`config.mk`:
```
export PLATFORM = sky130hd
export DESIGN_NAME = qpht_modu
export DESIGN_NICKNAME = d
export VERILOG_FILES = /design/src/sv/qpht_pkg.sv /design/src/sv/qpht_modu.sv
export SDC_FILE = /design/constraint.sdc
export NUM_CORES = 1
export LEC_CHECK = 0
export BUFFER_PORTS_ARGS = -buffer_cell sky130_fd_sc_hd__buf_2
export CAP_MARGIN = 0
export CORE_MARGIN = 2
export CORE_UTILIZATION = 55
export DETAILED_ROUTE_END_ITERATION = 8
export MAX_ROUTING_LAYER = met4
export PLACE_DENSITY_LB_ADDON = 0.12
export SLEW_MARGIN = 0
export SYNTH_ARGS = -nofsm -noshare
export SYNTH_HDL_FRONTEND = slang
export SYNTH_SLANG_ARGS = --single-unit
```
`constraint.sdc`:
```
create_clock -name vclk -period 3
set_input_delay 0.3 -clock vclk [all_inputs]
set_output_delay 0.3 -clock vclk [all_outputs]
set_load 0.1 [all_outputs]
```
`src/sv/qpht_pkg.sv`:
```
// Package: shared types, codes and sizes for the quadratic-probe hash table.
`default_nettype none

package qpht_pkg;

  localparam int CAPACITY = 1024;
  localparam int SLOT_W   = $clog2(CAPACITY);
  localparam int SIZE_W   = 11;
  localparam int KEY_W    = 31;
  localparam int UNIT_W   = SIZE_W + 1;

  localparam logic [1:0] ACT_INSERT = 2'd0;
  localparam logic [1:0] ACT_REMOVE = 2'd1;
  localparam logic [1:0] ACT_SEARCH = 2'd2;

  localparam logic [1:0] MARK_EMPTY = 2'd0;
  localparam logic [1:0] MARK_LIVE  = 2'd1;
  localparam logic [1:0] MARK_DEAD  = 2'd2;

  localparam logic [2:0] ST_INSERTED  = 3'd0;
  localparam logic [2:0] ST_DUPLICATE = 3'd1;
  localparam logic [2:0] ST_LIMIT     = 3'd2;
  localparam logic [2:0] ST_REMOVED   = 3'd3;
  localparam logic [2:0] ST_NOTFOUND  = 3'd4;
  localparam logic [2:0] ST_FOUND     = 3'd5;

  localparam logic [SIZE_W-1:0] SIZE_RESET = 11'd1021;

  typedef struct packed {
    logic [1:0]       action;
    logic [KEY_W-1:0] key;
  } in_t;

  typedef struct packed {
    logic [2:0]        status;
    logic [SLOT_W-1:0] slot;
    logic [SIZE_W-1:0] live_count;
  } out_t;

endpackage

`default_nettype wire

```
`src/sv/qpht_modu.sv`:
```
// Shared modular reduction step: one conditional subtract of the modulus.
`default_nettype none

module qpht_modu (
  input  wire logic [qpht_pkg::UNIT_W-1:0] x,
  input  wire logic [qpht_pkg::SIZE_W-1:0] m,
  output logic      [qpht_pkg::UNIT_W-1:0] y
);

  logic [qpht_pkg::UNIT_W-1:0] m_ext;

  assign m_ext = {1'b0, m};
  assign y     = (x >= m_ext) ? (x - m_ext) : x;

endmodule

`default_nettype wire

```
# --- Yosys cells after proc, flatten, opt, wreduce, memory -nomap -nowiden ---
# Index checks and enable logic that the tools add are counted.
# W data, S select, Z words.
totals:
  ff_bits: 0
  latch_bits: 0
  ramBits: 0
  rom_bits: 0
  input_bits: 23
  out_inout_bits: 12
  word_cells: 3
  n_memories: 0
op_classes:
  add_sub_neg: 1
  multipliers: 0
  n_div: 0
  magnitude_cmp: 1
  eq_ne: 0
  n_shift: 0
  muxes: 1
  bitwise: 0
  reduce_logical: 0
ops:
  columns: ["operator", "count"]
  rows:
  - ["$ge A12 B11 Y1", 1]
  - ["$mux W12", 1]
  - ["$sub A12 B11 Y12", 1]

# --- Longest topological paths before layout ---
depth:
  word_depth: 2
  mapped_depth: 10
  depth_no_buf: 9

# --- Least setup slack after synthesis ---
# OpenSTA, ideal clock, no wires.
synth_timing:
  kind: "input to output"
  start: "input x[0] (netlist bit)"
  end: "output y[0] (netlist bit)"
  arrival_time_ns: 3.186
  required_ns: 2.700
  setup_slack_ns: -0.486
  cell_stages: 10
  path_buffers: 1
  cell_sequence: "inv_1 -> ha_1 -> fa_1 -> nor2b_4 -> o21ai_4 -> nand2b_4 -> o21ai_2 -> nand3_2 -> buf_6 -> mux2i_1"
synth_between:
  elab_chain_cells: 2
  elab_cells_between_ends: 3
  cone_classes: "1 x add/sub; 1 x order compare; 1 x mux"
synth_rtl:
  columns: ["item", "line_no", "text"]
  rows:
  - ["from (decl)", "qpht_modu.sv:5", "input wire logic [qpht_pkg::UNIT_W-1:0] x,"]
  - ["$sub A12 B11 Y12 or $ge A12 B11 Y1 (tied branches)", "qpht_modu.sv:13", "assign y = (x >= m_ext) ? (x - m_ext) : x;"]
  - ["$mux W12 (*)", "qpht_modu.sv:13", null]
  - ["to (decl)", "qpht_modu.sv:7", "output logic [qpht_pkg::UNIT_W-1:0] y"]
# Mark *: on every way between the ends. The rest lies on a longest branch, timed or not.

# --- Worst setup path after layout ---
layout_timing:
  start: "input x[0] (netlist bit)"
  end: "output y[3] (netlist bit)"
# Same word-level chain as after synthesis.

==> run summary <==
DIE AREA: 0.00176 mm²
drt initial violations: 14
Final HPWL DP: 1.80 mm
Critical Path AT: 2.43 ns
top sig layer: met4
Synth area leaders: ha_1, mux2_4, inv_1
Post-Syn Area: 793 µm²
crit path time final: 2.73 ns
initial cell density of the core: 0.602
worst path cell trace: buf_2, inv_1, ha_1, fa_1, nor2b_4, o21ai_4, nand2b_4, o21ai_2, nand3_2, mux2_4, buf_12
largest net degree at the start of global routing: 12
synthesized net count: 131
Hold Crit Depth: 3
M1 WL: 830 µm
number of global-route vias before repair: 859
CP top delay family: simple AND/OR/NAND/NOR gates
RSZ-0062 raised after global routing: no
critical path class: in2out
hold crit path type: in2out
# rows: 13
Max-slew headroom: 0.678
number of clock buffers in the layout: 0
Total Wirelength: 2.09 mm
metal2 WL: 1.05 mm
share of post-route cells with drive strength above 1: 0.419
finished layout cell area: 0.00114 mm²
Worst setup SP type: primary input
CP peak stage delay: 0.45 ns
outcome: finished, final reports clean
Mean Syn Cell Area: 8.26 µm²
Residual DRC: 0
Worst Hold End: y[4]
IO Port Bufs: 35
Ports: 35
Peak VDD IR: 0.356 mV
Synth top area share: 0.174
chip width: 42.0 µm
Pleak: 0.605 nW
vias after detailed routing: 875
worst path required time: 2.70 ns
hold_ws: 1.00 ns
Crit. End Element: output port
slowest CP cell: mux2_4
cell accounting for the most synthesized area: ha_1
ant diodes: 0
total track usage: 0.248
Pwr Density: 523 mW/mm²
wire length on met3: 109 µm
Fin. Hold Viols: 0
Area Growth Syn to Fin: 43.2%
Post-Synthesis Cells: 96
Placed Area: 0.00114 mm²
Core ar.: 0.00132 mm²
vias per inst: 6.08
cts hold-fix bufs: 0
Buf/Inv on CP: 3
Final Max Slew Viols: 0
yosys warns: 0
Cell variety after synth: 35
maximum clock rate: 367 MHz
Seq cells: 0
Post-CTS Setup Inserts: 0
FF+latch area: 0 µm²
Seq/Total Area, Yosys: 0
most frequent cell after synthesis: inv_1
Slew @ Worst Pin: 0.486 ns
period utilisation layout: 0.908
Placer Congestion: 0.888
fin cells: 144
chip height: 42.0 µm
crit path max fanout: 11
final net count: 166
initial antenna violation count: 0
first-pass GRT wire length: 3.44 mm
drt wl/cell: 14.5 µm
max cap viols: 0
hold_sp: x[4]
Pre-antenna DRT Iters: 4
gr ovfl total: 0
placed cells: 144
Finish-stage setup viols: 0
Routed Antenna Nets: 0
commonest cells in the synthesized netlist: inv_1, ha_1, mux2_4
post-CTS sizing: 0
-- layout make-up --
cell class | count | area [µm²]
multi-input cells | 80 | 724
well taps | 15 | 18.8
repair buffers | 35 | 340
inverters | 14 | 52.6
fillers | 66 | 181
-- placed cells by master (no fill, tap or decap), types with 2 or more instances in the layout --
cell type | synthesis | routed
nand3_1 | 3 | 3
a21oi_1 | 7 | 7
buf_12 | 0 | 11
o21a_1 | 2 | 2
buf_2 | 1 | 24
nor2_1 | 6 | 6
a21o_1 | 3 | 3
o21ai_2 | 2 | 2
a31oi_1 | 2 | 2
mux2_4 | 8 | 8
ha_1 | 11 | 11
nand2_1 | 4 | 4
inv_1 | 14 | 14
o21ai_0 | 4 | 4
xnor2_1 | 5 | 5
xor2_1 | 3 | 3
mux2i_1 | 2 | 2
-- report_power, final --
group	switching, W	internal (W)	leakage [nW]
sequential	0	0	0
combinational	0.000370	0.000224	0.605
clock	0	0	0
-- per-stage QoR --
| step | TNS, ns | util | total power, W | worst slack [ns] |
|---|---|---|---|---|
| 2_1_floorplan | -0.972 | - | 0.000409 | -0.486 |
| 3_3_place_gp | 0 | 0.862 | 0.000579 | 0.382 |
| 3_5_place_dp | 0 | 0.862 | 0.000592 | 0.276 |
| 4_1_cts | 0 | 0.862 | 0.000593 | 0.272 |
| 5_1_grt | 0 | 0.862 | 0.000614 | 0.187 |
| 6_report | 0 | 0.862 | 0.000595 | 0.275 |
-- kinds of logic after synthesis --
| family | after synthesis | share of synthesized area |
|---|---|---|
| compound gates | 27 | 0.256 |
| xor+xnor | 8 | 0.0883 |
| fa+ha+maj | 12 | 0.199 |
| buf+inv | 16 | 0.0867 |
| mux | 12 | 0.205 |
| simple gates | 21 | 0.166 |
-- metal layers --
metal | global-route usage | vias up
met3 | 0.0129 | 10
met5 | - | -
met2 | 0.459 | 44
li1 | - | 412
met1 | 0.264 | 409
met4 | 0.123 | 0
-- worst max path at each step --
stage | startpoint | slack [ns] | depth (start not counted) | end
after floorplan | x[0] | -0.49 | 10 | y[0]
after global placement | x[0] | 0.38 | 11 | y[2]
after detailed placement | x[0] | 0.28 | 11 | y[8]
after CTS | x[0] | 0.27 | 11 | y[8]
after global routing | x[0] | 0.19 | 11 | y[8]
final | x[0] | 0.27 | 11 | y[3]
Note: power is estimated with default switching activity, not from simulation.
